**src/rtl/rsq_pkg.sv**
```systemverilog
`timescale 1ns / 1ps

package rsq_pkg;

  // score format
  localparam int FRAC_BITS = 16;
  localparam int SCORE_W   = 32;

  // fixed-point constants
  localparam logic [SCORE_W-1:0] ONE_Q     = 32'h0001_0000;
  localparam logic [SCORE_W-1:0] SCORE_MIN = 32'h8000_0000;
  // largest quotient that still gives a representable score: 2^31 + 1.0
  localparam logic [SCORE_W:0]   SAT_LIMIT = 33'h0_8001_0000;

endpackage

```
**src/rtl/rsq_front.sv**
```systemverilog
`timescale 1ns / 1ps

module rsq_front #(
  parameter int SAMPLE_BITS = 16,
  parameter int COUNT_BITS  = 16,
  parameter int ENTRY_W     = 5 * SAMPLE_BITS + 4 * COUNT_BITS
) (
  input  logic                          clk,
  input  logic                          rst_n,
  input  logic                          in_valid,
  output logic                          in_stall,
  input  logic signed [SAMPLE_BITS-1:0] in_true_value,
  input  logic signed [SAMPLE_BITS-1:0] in_pred_value,
  input  logic                          in_last_item,
  output logic                          push,
  output logic [ENTRY_W-1:0]            push_data,
  input  logic                          full
);

  localparam int SB = SAMPLE_BITS;
  localparam int CB = COUNT_BITS;
  localparam int SW = SB + CB;
  localparam int QW = 2 * SB + CB;
  localparam int PW = 2 * SB;

  // square stage
  logic                 a_v_r, a_v_nxt;
  logic                 a_last_r;
  logic                 a_kept_r;
  logic signed [SB-1:0] a_t_r;
  logic [PW-1:0]        a_tsq_r;
  logic [PW-1:0]        a_dsq_r;
  logic [CB-1:0]        a_n_r;

  // open run
  logic [CB-1:0]        cnt_r, cnt_nxt;
  logic signed [SW-1:0] s_r, s_nxt, s_sum;
  logic [QW-1:0]        q_r, q_nxt, q_sum;
  logic [QW-1:0]        r_r, r_nxt, r_sum;

  logic                   accept;
  logic                   a_hold;
  logic                   a_go;
  logic                   kept;
  logic [CB-1:0]          cnt_inc;
  logic signed [SB:0]     d_ext;
  logic signed [PW+1:0]   d_prod;
  logic signed [PW-1:0]   t_prod;
  logic signed [SW-1:0]   t_ext;

  // a last pair waits in the square stage while the queue is full
  assign a_hold   = a_v_r & a_last_r & full;
  assign in_stall = a_hold;
  assign accept   = in_valid & ~in_stall;
  assign a_go     = a_v_r & ~a_hold;

  // pair counter, saturating pairs are dropped
  assign kept    = ~&cnt_r;
  assign cnt_inc = cnt_r + {{(CB-1){1'b0}}, kept};

  always_comb begin
    cnt_nxt = cnt_r;
    if (accept) begin
      cnt_nxt = in_last_item ? '0 : cnt_inc;
    end
  end

  // squares of truth and residual
  assign d_ext  = {in_true_value[SB-1], in_true_value} - {in_pred_value[SB-1], in_pred_value};
  assign d_prod = d_ext * d_ext;
  assign t_prod = in_true_value * in_true_value;

  always_comb begin
    a_v_nxt = a_v_r;
    if (!a_hold) begin
      a_v_nxt = accept;
    end
  end

  // accumulate and hand off finished runs
  assign t_ext = {{CB{a_t_r[SB-1]}}, a_t_r};
  assign s_sum = s_r + (a_kept_r ? t_ext : '0);
  assign q_sum = q_r + (a_kept_r ? QW'(a_tsq_r) : '0);
  assign r_sum = r_r + (a_kept_r ? QW'(a_dsq_r) : '0);

  assign push      = a_go & a_last_r;
  assign push_data = {a_n_r, s_sum, q_sum, r_sum};

  always_comb begin
    s_nxt = s_r;
    q_nxt = q_r;
    r_nxt = r_r;
    if (a_go) begin
      if (a_last_r) begin
        s_nxt = '0;
        q_nxt = '0;
        r_nxt = '0;
      end else begin
        s_nxt = s_sum;
        q_nxt = q_sum;
        r_nxt = r_sum;
      end
    end
  end

  always_ff @(posedge clk) begin
    if (!rst_n) begin
      a_v_r <= 1'b0;
      cnt_r <= '0;
      s_r   <= '0;
      q_r   <= '0;
      r_r   <= '0;
    end else begin
      a_v_r <= a_v_nxt;
      cnt_r <= cnt_nxt;
      s_r   <= s_nxt;
      q_r   <= q_nxt;
      r_r   <= r_nxt;
    end
  end

  // square stage payload
  always_ff @(posedge clk) begin
    if (accept) begin
      a_last_r <= in_last_item;
      a_kept_r <= kept;
      a_t_r    <= in_true_value;
      a_tsq_r  <= $unsigned(t_prod);
      a_dsq_r  <= $unsigned(d_prod[PW-1:0]);
      a_n_r    <= cnt_inc;
    end
  end

endmodule

```
**src/rtl/rsq_queue.sv**
```systemverilog
`timescale 1ns / 1ps

module rsq_queue #(
  parameter int WIDTH = 128
) (
  input  logic             clk,
  input  logic             rst_n,
  input  logic             wr_en,
  input  logic [WIDTH-1:0] wr_data,
  output logic             full,
  input  logic             rd_en,
  output logic [WIDTH-1:0] rd_data,
  output logic             empty
);

  logic [WIDTH-1:0] slot_r [2];
  logic             wp_r, rp_r;
  logic [1:0]       fill_r, fill_nxt;
  logic             do_wr, do_rd;

  assign full    = fill_r[1];
  assign empty   = (fill_r == 2'd0);
  assign do_wr   = wr_en & ~full;
  assign do_rd   = rd_en & ~empty;
  assign rd_data = slot_r[rp_r];

  // fill level
  always_comb begin
    fill_nxt = fill_r;
    if (do_wr && !do_rd) begin
      fill_nxt = fill_r + 2'd1;
    end else if (do_rd && !do_wr) begin
      fill_nxt = fill_r - 2'd1;
    end
  end

  always_ff @(posedge clk) begin
    if (!rst_n) begin
      wp_r   <= 1'b0;
      rp_r   <= 1'b0;
      fill_r <= 2'd0;
    end else begin
      fill_r <= fill_nxt;
      if (do_wr) begin
        wp_r <= ~wp_r;
      end
      if (do_rd) begin
        rp_r <= ~rp_r;
      end
    end
  end

  // entry storage
  always_ff @(posedge clk) begin
    if (do_wr) begin
      slot_r[wp_r] <= wr_data;
    end
  end

endmodule

```
**src/rtl/rsq_back.sv**
```systemverilog
`timescale 1ns / 1ps

module rsq_back
  import rsq_pkg::*;
#(
  parameter int SAMPLE_BITS = 16,
  parameter int COUNT_BITS  = 16,
  parameter int ENTRY_W     = 5 * SAMPLE_BITS + 4 * COUNT_BITS
) (
  input  logic                  clk,
  input  logic                  rst_n,
  input  logic                  empty,
  input  logic [ENTRY_W-1:0]    rd_data,
  output logic                  rd_en,
  output logic                  out_valid,
  input  logic                  out_stall,
  output logic [SCORE_W-1:0]    out_r2_score,
  output logic                  out_constant_truth,
  output logic                  out_score_saturated,
  output logic [COUNT_BITS-1:0] out_pair_count
);

  localparam int SB  = SAMPLE_BITS;
  localparam int CB  = COUNT_BITS;
  localparam int SW  = SB + CB;
  localparam int QW  = 2 * SB + CB;
  localparam int DW  = QW + CB;
  localparam int NW  = DW + FRAC_BITS + 2;
  localparam int RMW = DW + 1;
  localparam int CW  = $clog2(NW);

  typedef enum logic [5:0] {
    ST_IDLE   = 6'b000001,
    ST_MUL    = 6'b000010,
    ST_SPREAD = 6'b000100,
    ST_LOAD   = 6'b001000,
    ST_DIV    = 6'b010000,
    ST_EMIT   = 6'b100000
  } state_t;

  state_t state_r, state_nxt;

  logic [CW-1:0]    cnt_r, cnt_nxt;
  logic [CB-1:0]    n_r, n_nxt;
  logic [CB-1:0]    nsh_r, nsh_nxt;
  logic [SW-1:0]    ssh_r, ssh_nxt;
  logic [DW-1:0]    mq_r, mq_nxt;
  logic [DW-1:0]    mr_r, mr_nxt;
  logic [DW-1:0]    ms_r, ms_nxt;
  logic [DW-1:0]    nq_r, nq_nxt;
  logic [DW-1:0]    nr_r, nr_nxt;
  logic [DW-1:0]    s2_r, s2_nxt;
  logic [DW-1:0]    d_r, d_nxt;
  logic [NW-1:0]    num_r, num_nxt;
  logic [DW:0]      div_r, div_nxt;
  logic [RMW-1:0]   rem_r, rem_nxt;
  logic [SCORE_W:0] q_r, q_nxt;
  logic             qov_r, qov_nxt;
  logic             flat_r, flat_nxt;

  logic                 out_valid_r, out_valid_nxt;
  logic [SCORE_W-1:0]   score_r;
  logic                 flat_out_r;
  logic                 sat_out_r;
  logic [CB-1:0]        count_out_r;

  logic [CB-1:0]        e_n;
  logic signed [SW-1:0] e_s;
  logic [QW-1:0]        e_q;
  logic [QW-1:0]        e_r;
  logic [SW-1:0]        s_mag;
  logic [RMW:0]         rem_sh;
  logic                 rem_ge;
  logic                 emit_go;
  logic                 sat;
  logic [SCORE_W-1:0]   score;

  assign {e_n, e_s, e_q, e_r} = rd_data;
  assign s_mag = e_s[SW-1] ? $unsigned(-e_s) : $unsigned(e_s);

  // one restoring division step
  assign rem_sh = {rem_r, num_r[NW-1]};
  assign rem_ge = (rem_sh >= (RMW+1)'(div_r));

  // final score from quotient
  assign sat   = qov_r | (q_r > SAT_LIMIT);
  assign score = flat_r ? ONE_Q : (sat ? SCORE_MIN : (ONE_Q - q_r[SCORE_W-1:0]));

  assign rd_en   = (state_r == ST_IDLE) & ~empty;
  assign emit_go = (state_r == ST_EMIT) & (~out_valid_r | ~out_stall);

  // sequencer: shift-add products, spread, long division, emit
  always_comb begin
    state_nxt = state_r;
    cnt_nxt   = cnt_r;
    n_nxt     = n_r;
    nsh_nxt   = nsh_r;
    ssh_nxt   = ssh_r;
    mq_nxt    = mq_r;
    mr_nxt    = mr_r;
    ms_nxt    = ms_r;
    nq_nxt    = nq_r;
    nr_nxt    = nr_r;
    s2_nxt    = s2_r;
    d_nxt     = d_r;
    num_nxt   = num_r;
    div_nxt   = div_r;
    rem_nxt   = rem_r;
    q_nxt     = q_r;
    qov_nxt   = qov_r;
    flat_nxt  = flat_r;
    case (state_r)
      ST_IDLE: begin
        if (!empty) begin
          n_nxt     = e_n;
          nsh_nxt   = e_n;
          ssh_nxt   = s_mag;
          mq_nxt    = DW'(e_q);
          mr_nxt    = DW'(e_r);
          ms_nxt    = DW'(s_mag);
          nq_nxt    = '0;
          nr_nxt    = '0;
          s2_nxt    = '0;
          cnt_nxt   = '0;
          state_nxt = ST_MUL;
        end
      end
      ST_MUL: begin
        if (nsh_r[0]) begin
          nq_nxt = nq_r + mq_r;
          nr_nxt = nr_r + mr_r;
        end
        if (ssh_r[0]) begin
          s2_nxt = s2_r + ms_r;
        end
        mq_nxt  = {mq_r[DW-2:0], 1'b0};
        mr_nxt  = {mr_r[DW-2:0], 1'b0};
        ms_nxt  = {ms_r[DW-2:0], 1'b0};
        nsh_nxt = nsh_r >> 1;
        ssh_nxt = ssh_r >> 1;
        cnt_nxt = cnt_r + CW'(1);
        if (cnt_r == CW'(SW - 1)) begin
          state_nxt = ST_SPREAD;
        end
      end
      ST_SPREAD: begin
        d_nxt     = (nq_r >= s2_r) ? (nq_r - s2_r) : '0;
        state_nxt = ST_LOAD;
      end
      ST_LOAD: begin
        flat_nxt = (d_r == '0);
        num_nxt  = {nr_r, {(FRAC_BITS + 1){1'b0}}} + NW'(d_r);
        div_nxt  = {d_r, 1'b0};
        rem_nxt  = '0;
        q_nxt    = '0;
        qov_nxt  = 1'b0;
        cnt_nxt  = '0;
        if (d_r == '0) begin
          state_nxt = ST_EMIT;
        end else begin
          state_nxt = ST_DIV;
        end
      end
      ST_DIV: begin
        rem_nxt = rem_ge ? RMW'(rem_sh - (RMW+1)'(div_r)) : rem_sh[RMW-1:0];
        q_nxt   = {q_r[SCORE_W-1:0], rem_ge};
        qov_nxt = qov_r | q_r[SCORE_W];
        num_nxt = {num_r[NW-2:0], 1'b0};
        cnt_nxt = cnt_r + CW'(1);
        if (cnt_r == CW'(NW - 1)) begin
          state_nxt = ST_EMIT;
        end
      end
      ST_EMIT: begin
        if (emit_go) begin
          state_nxt = ST_IDLE;
        end
      end
      default: begin
        state_nxt = ST_IDLE;
      end
    endcase
  end

  // output register
  always_comb begin
    out_valid_nxt = out_valid_r;
    if (emit_go) begin
      out_valid_nxt = 1'b1;
    end else if (!out_stall) begin
      out_valid_nxt = 1'b0;
    end
  end

  always_ff @(posedge clk) begin
    if (!rst_n) begin
      state_r     <= ST_IDLE;
      out_valid_r <= 1'b0;
    end else begin
      state_r     <= state_nxt;
      out_valid_r <= out_valid_nxt;
    end
  end

  // datapath registers
  always_ff @(posedge clk) begin
    cnt_r  <= cnt_nxt;
    n_r    <= n_nxt;
    nsh_r  <= nsh_nxt;
    ssh_r  <= ssh_nxt;
    mq_r   <= mq_nxt;
    mr_r   <= mr_nxt;
    ms_r   <= ms_nxt;
    nq_r   <= nq_nxt;
    nr_r   <= nr_nxt;
    s2_r   <= s2_nxt;
    d_r    <= d_nxt;
    num_r  <= num_nxt;
    div_r  <= div_nxt;
    rem_r  <= rem_nxt;
    q_r    <= q_nxt;
    qov_r  <= qov_nxt;
    flat_r <= flat_nxt;
    if (emit_go) begin
      score_r     <= score;
      flat_out_r  <= flat_r;
      sat_out_r   <= ~flat_r & sat;
      count_out_r <= n_r;
    end
  end

  assign out_valid           = out_valid_r;
  assign out_r2_score        = score_r;
  assign out_constant_truth  = flat_out_r;
  assign out_score_saturated = sat_out_r;
  assign out_pair_count      = count_out_r;

endmodule

```
**src/rtl/r_squared_score_unit_top.sv**
```systemverilog
`timescale 1ns / 1ps
// streaming r-squared: one sample pair accepted per cycle while in_stall is low; a square stage
// register feeds the run accumulators, and a last pair hands its sums to a two-entry queue;
// the finisher then runs bit-serial products and a long division on an NW-bit dividend
// (SW = SAMPLE_BITS + COUNT_BITS, NW = 2*SW + 18) before out_valid rises, and skips the
// division for constant truth; a last pair stalls the input while the queue is full
// synchronous active-low reset clears the run sums, pair count, queue and output valid

module r_squared_score_unit_top
  import rsq_pkg::*;
#(
  parameter int SAMPLE_BITS = 16,
  parameter int COUNT_BITS  = 16
) (
  input  logic                          clk,
  input  logic                          rst_n,
  input  logic                          in_valid,
  output logic                          in_stall,
  input  logic signed [SAMPLE_BITS-1:0] in_true_value,
  input  logic signed [SAMPLE_BITS-1:0] in_pred_value,
  input  logic                          in_last_item,
  output logic                          out_valid,
  input  logic                          out_stall,
  output logic signed [SCORE_W-1:0]     out_r2_score,
  output logic                          out_constant_truth,
  output logic                          out_score_saturated,
  output logic [COUNT_BITS-1:0]         out_pair_count
);

  localparam int ENTRY_W = COUNT_BITS + (SAMPLE_BITS + COUNT_BITS)
                         + 2 * (2 * SAMPLE_BITS + COUNT_BITS);

  logic               push, full, pop, empty;
  logic [ENTRY_W-1:0] push_data, pop_data;
  logic [SCORE_W-1:0] score;

  // accumulator front
  rsq_front #(
    .SAMPLE_BITS (SAMPLE_BITS),
    .COUNT_BITS  (COUNT_BITS),
    .ENTRY_W     (ENTRY_W)
  ) u_front (
    .clk           (clk),
    .rst_n         (rst_n),
    .in_valid      (in_valid),
    .in_stall      (in_stall),
    .in_true_value (in_true_value),
    .in_pred_value (in_pred_value),
    .in_last_item  (in_last_item),
    .push          (push),
    .push_data     (push_data),
    .full          (full)
  );

  // finished-run queue
  rsq_queue #(
    .WIDTH (ENTRY_W)
  ) u_queue (
    .clk     (clk),
    .rst_n   (rst_n),
    .wr_en   (push),
    .wr_data (push_data),
    .full    (full),
    .rd_en   (pop),
    .rd_data (pop_data),
    .empty   (empty)
  );

  // score finisher
  rsq_back #(
    .SAMPLE_BITS (SAMPLE_BITS),
    .COUNT_BITS  (COUNT_BITS),
    .ENTRY_W     (ENTRY_W)
  ) u_back (
    .clk                 (clk),
    .rst_n               (rst_n),
    .empty               (empty),
    .rd_data             (pop_data),
    .rd_en               (pop),
    .out_valid           (out_valid),
    .out_stall           (out_stall),
    .out_r2_score        (score),
    .out_constant_truth  (out_constant_truth),
    .out_score_saturated (out_score_saturated),
    .out_pair_count      (out_pair_count)
  );

  assign out_r2_score = $signed(score);

endmodule

```
**config.mk**
```make
export PLATFORM = sky130hd
export DESIGN_NAME = r_squared_score_unit_top
export DESIGN_NICKNAME = d
export VERILOG_FILES = /design/src/rtl/rsq_pkg.sv /design/src/rtl/rsq_front.sv /design/src/rtl/rsq_queue.sv /design/src/rtl/rsq_back.sv /design/src/rtl/r_squared_score_unit_top.sv
export SDC_FILE = /design/constraint.sdc
export NUM_CORES = 2
export LEC_CHECK = 0
export BUFFER_PORTS_ARGS = -buffer_cell sky130_fd_sc_hd__buf_2
export CORE_MARGIN = 8
export CORE_UTILIZATION = 65
export CTS_CLUSTER_DIAMETER = 100
export DETAILED_ROUTE_END_ITERATION = 12
export PLACE_DENSITY = 0.82
export SYNTH_ARGS = -nofsm -noshare
export SYNTH_HDL_FRONTEND = slang
export SYNTH_HIERARCHICAL = 1
export SYNTH_SLANG_ARGS = --single-unit
```
**constraint.sdc**
```tcl
create_clock -name clk -period 12.6 [get_ports clk]
set_input_delay 1.89 -clock clk [delete_from_list [all_inputs] [get_ports clk]]
set_output_delay 1.89 -clock clk [all_outputs]
set_load 0.01 [all_outputs]
```
==> impl_results.md <==
- Max-cap violations: 0
- Die width: 403 µm
- Min Clock Period, post-route: approximately 10 ns
- Slew @ Worst Pin: between 1 and 1.5 ns
- Rows: approximately 140
- Post-synthesis sequential area ratio: about two fifths
- Initial core utilization: between 60 and 70%
- Arr. time, crit path: between 10 and 15 ns
- Mean post-synth cell area: a little over 10 µm²
- Post-CTS Setup Bufs: 0
- CP max-delay cell: xnor2_1
- Gr ovfl total: 0
- Post-DP HPWL: 185,000 µm
- Area growth syn-to-layout: 7.25%
- # port buffers: 88
- Crit-path max FO: 14
- Syn Nets: between 10k and 15k
- Slew headroom: a little over a fifth
- Root buffer cell: clkbuf_16
- Inserted Clock Buffers: roughly 140
- Synth cell types: ~100
- DR WL/cell: 21.3 µm
- Count of final hold-check violations: 0
- Crit end category: flop
- DRT iter0 DRCs: 6,519
- Delay of the slowest cell on the worst path: approximately 0.55 ns
- Antenna violations before repair: 1
- Setup TNS Final: 0 ns
- ANT nets after route: 0
- Setup Skew: between 0.03 and 0.04 ns
- Post-synthesis instance area: 97,400 µm²
- GP Congestion: between 0.9 and 1
- Die height: 403 µm
- Hold Path Stages: 0
- CORE AREA: around 150,000 µm²
- Drt pass-1 iters: 6
- Max-slew violation count: 0
- Most used cell, CP: fa_1
- Clk pin slew, worst setup/hold paths: around 0.06 ns
- GRT Resource Usage Total: between 20% and 30%
- Reg2reg path depth: 14
- Status: finished, final reports clean
- Share of layout cells above drive strength 1: 6.32%
- Die area: about 160,000 µm²
- Via count: between 70k and 80k
- EDFF count, synth: roughly 1.2k
- CTS Hold Bufs: 0
- Post-cts gate resize count: 0
- # setup viols final: 0
- IO Count: 89
- Ys flop type: edfxtp_1
- # DRC: 0
- Startpoint Class: input pin
- RSZ-0062 raised after global routing: no
- Worst-Skew Late Latency: around 0.8 ns
- Via density: just over 6
- Worst Path Required: approximately 13 ns
- First-pass GRT wire length: around 400,000 µm
- Async S/R FF share, synth: 0%
- Setup slack, reg-to-reg: approximately 7.2 ns
- FF-to-FF Start: u_back/div_r[2]$_DFFE_PN_
- Vias in the first global route: between 70k and 80k
- Cells after synthesis: a little under 10k
- Min-delay src: u_back/n_r[2]$_DFFE_PP_
- FMAX: around 98 MHz
- Hold WC Path Type: reg2reg
- Pin count of the biggest net entering global routing: 168
- Layout net count: ~11k
- Reg2reg end: u_back/rem_r[27]$_SDFFCE_PN0P_
- Clk buf depth: 3
- CTS tree: built
- Final wirelength: approximately 250,000 µm
- Synth Register Bits: between 1k and 1.5k
- Critical path class: in2reg
- Hold Path Sink: u_back/out_pair_count[2]$_DFFE_PP_
- CTS Sinks: roughly 1.4k
- Final period util: about four fifths
- Total number of yosys warnings: 6
- Htree depth: 4
## layout by cell type (no fill, tap or decap), types with 24 or more instances in the layout
master	n
edfxtp_1	1198
nand2_1	1000
inv_1	928
nor2_1	741
ha_1	646
a21oi_1	599
fa_1	504
xnor2_1	383
o21ai_0	359
a21o_1	292
and2_1	274
xor2_1	218
dfxtp_1	156
clkbuf_16	144
nor2b_1	139
nand3_1	135
nand4_1	132
o21a_1	131
nor3_1	130
o21bai_1	91
buf_2	87
mux2_2	87
a31oi_1	76
and3_1	75
a22oi_1	69
nand2b_1	68
mux2i_1	65
buf_4	63
a211oi_1	62
mux2_4	60
o31ai_1	58
nor4_1	44
or3_1	39
a21boi_0	39
o211ai_1	37
clkbuf_1	27
a22o_1	27
nand3b_1	26
clkinv_1	24
or4_1	24
## per-layer routing
metal,wire [µm],track usage [%]
met5,0,0
met4,13100,14.2
met3,16100,3.89
met2,119000,50.7
met1,101000,38.3
## cells in the mapped netlist, types with 135 or more instances
cell / n / area (µm²)
ha_1: 646 / 8080
nand3_1: 135 / 676
dfxtp_1: 157 / 3140
nor2_1: 742 / 2790
edfxtp_1: 1198 / 36000
fa_1: 504 / 10100
nor2b_1: 140 / 876
inv_1: 931 / 3490
xor2_1: 220 / 1930
xnor2_1: 383 / 3350
and2_1: 277 / 1730
a21o_1: 292 / 2190
a21oi_1: 601 / 3010
clkbuf_1: 336 / 1260
o21ai_0: 359 / 1800
nand2_1: 1002 / 3760
## worst max path at each step
stage                startpoint                             to  slack [ns]  depth (start not counted)
3_3_place_gp   in_true_value[1]  u_front/a_dsq_r[31]$_DFFE_PP_        1.81                         33
4_1_cts        in_true_value[0]  u_front/a_dsq_r[30]$_DFFE_PP_        2.50                         33
3_5_place_dp   in_true_value[1]  u_front/a_dsq_r[31]$_DFFE_PP_        1.68                         33
2_1_floorplan  in_true_value[0]  u_front/a_dsq_r[31]$_DFFE_PP_        2.68                         37
6_report       in_true_value[0]  u_front/a_dsq_r[30]$_DFFE_PP_        2.37                         33
5_1_grt        in_true_value[0]  u_front/a_dsq_r[31]$_DFFE_PP_        1.79                         37
## cells by family (layout without fill, tap and decap cells)
group,count (synthesis),count (layout),share of synthesized area [%]
and+or+nand+nor,2933,2933,14.3
AOI/OAI and AO/OA,2067,2067,13.8
DFF,1355,1355,40.1
buffers and inverters,1316,1357,5.17
adders and majority gates,1150,1150,18.6
xor gates and xnor gates,603,603,5.42
muxes,212,212,2.60
other,0,2,0
## layout make-up
cell class                      count  area [µm²]
Antenna cell                        2        5.00
Tap cell                         2016        2520
Multi-Input combinational cell   6965       53400
Clock buffer                      179        3810
Fill cell                       10900       44900
Clock inverter                     87        1180
Timing Repair Buffer              152         948
Inverter                          939        3530
Sequential cell                  1355       39100
## registers in the layout, summed over array words and instances, names as in the netlist, 64 cells and up, named ones only
register / cells
u_back/d_r: 64
u_back/div_r: 64
u_back/mq_r: 64
u_back/mr_r: 64
u_back/ms_r: 64
u_back/nq_r: 64
u_back/nr_r: 64
u_back/num_r: 82
u_back/rem_r: 65
u_back/s2_r: 64
u_queue/slot_r: 288
## metrics by stage
| step | setup slack (ns) | hold slack, ns | instance area [µm²] | cells | util (%) |
|---|---|---|---|---|---|
| floorplan | 2.68 | 0.400 | 97400 | 9636 | - |
| global placement | 1.81 | 0.401 | 99500 | 11400 | 66.6 |
| detailed placement | 1.68 | 0.405 | 99500 | 11400 | 66.6 |
| CTS | 2.50 | 0.421 | 105000 | 11700 | 69.9 |
| global route | 1.79 | 0.425 | 105000 | 11700 | 69.9 |
| finish | 2.37 | 0.419 | 105000 | 11700 | 69.9 |
## critical path, delay by kind of cell
kind / cells / cell delay [ns]
AND/OR/NAND/NOR: 4 / 0.51
adder cells (fa/ha/maj): 9 / 3.83
buffers and inverters: 7 / 1.05
multiplexers: 1 / 0.27
XOR/XNOR: 1 / 0.55
AO/OA/AOI/OAI: 11 / 2.60
Power is left out: the tool's default activity adds up to more than one toggle a clock period on the data nets, which glitch-free logic cannot reach.
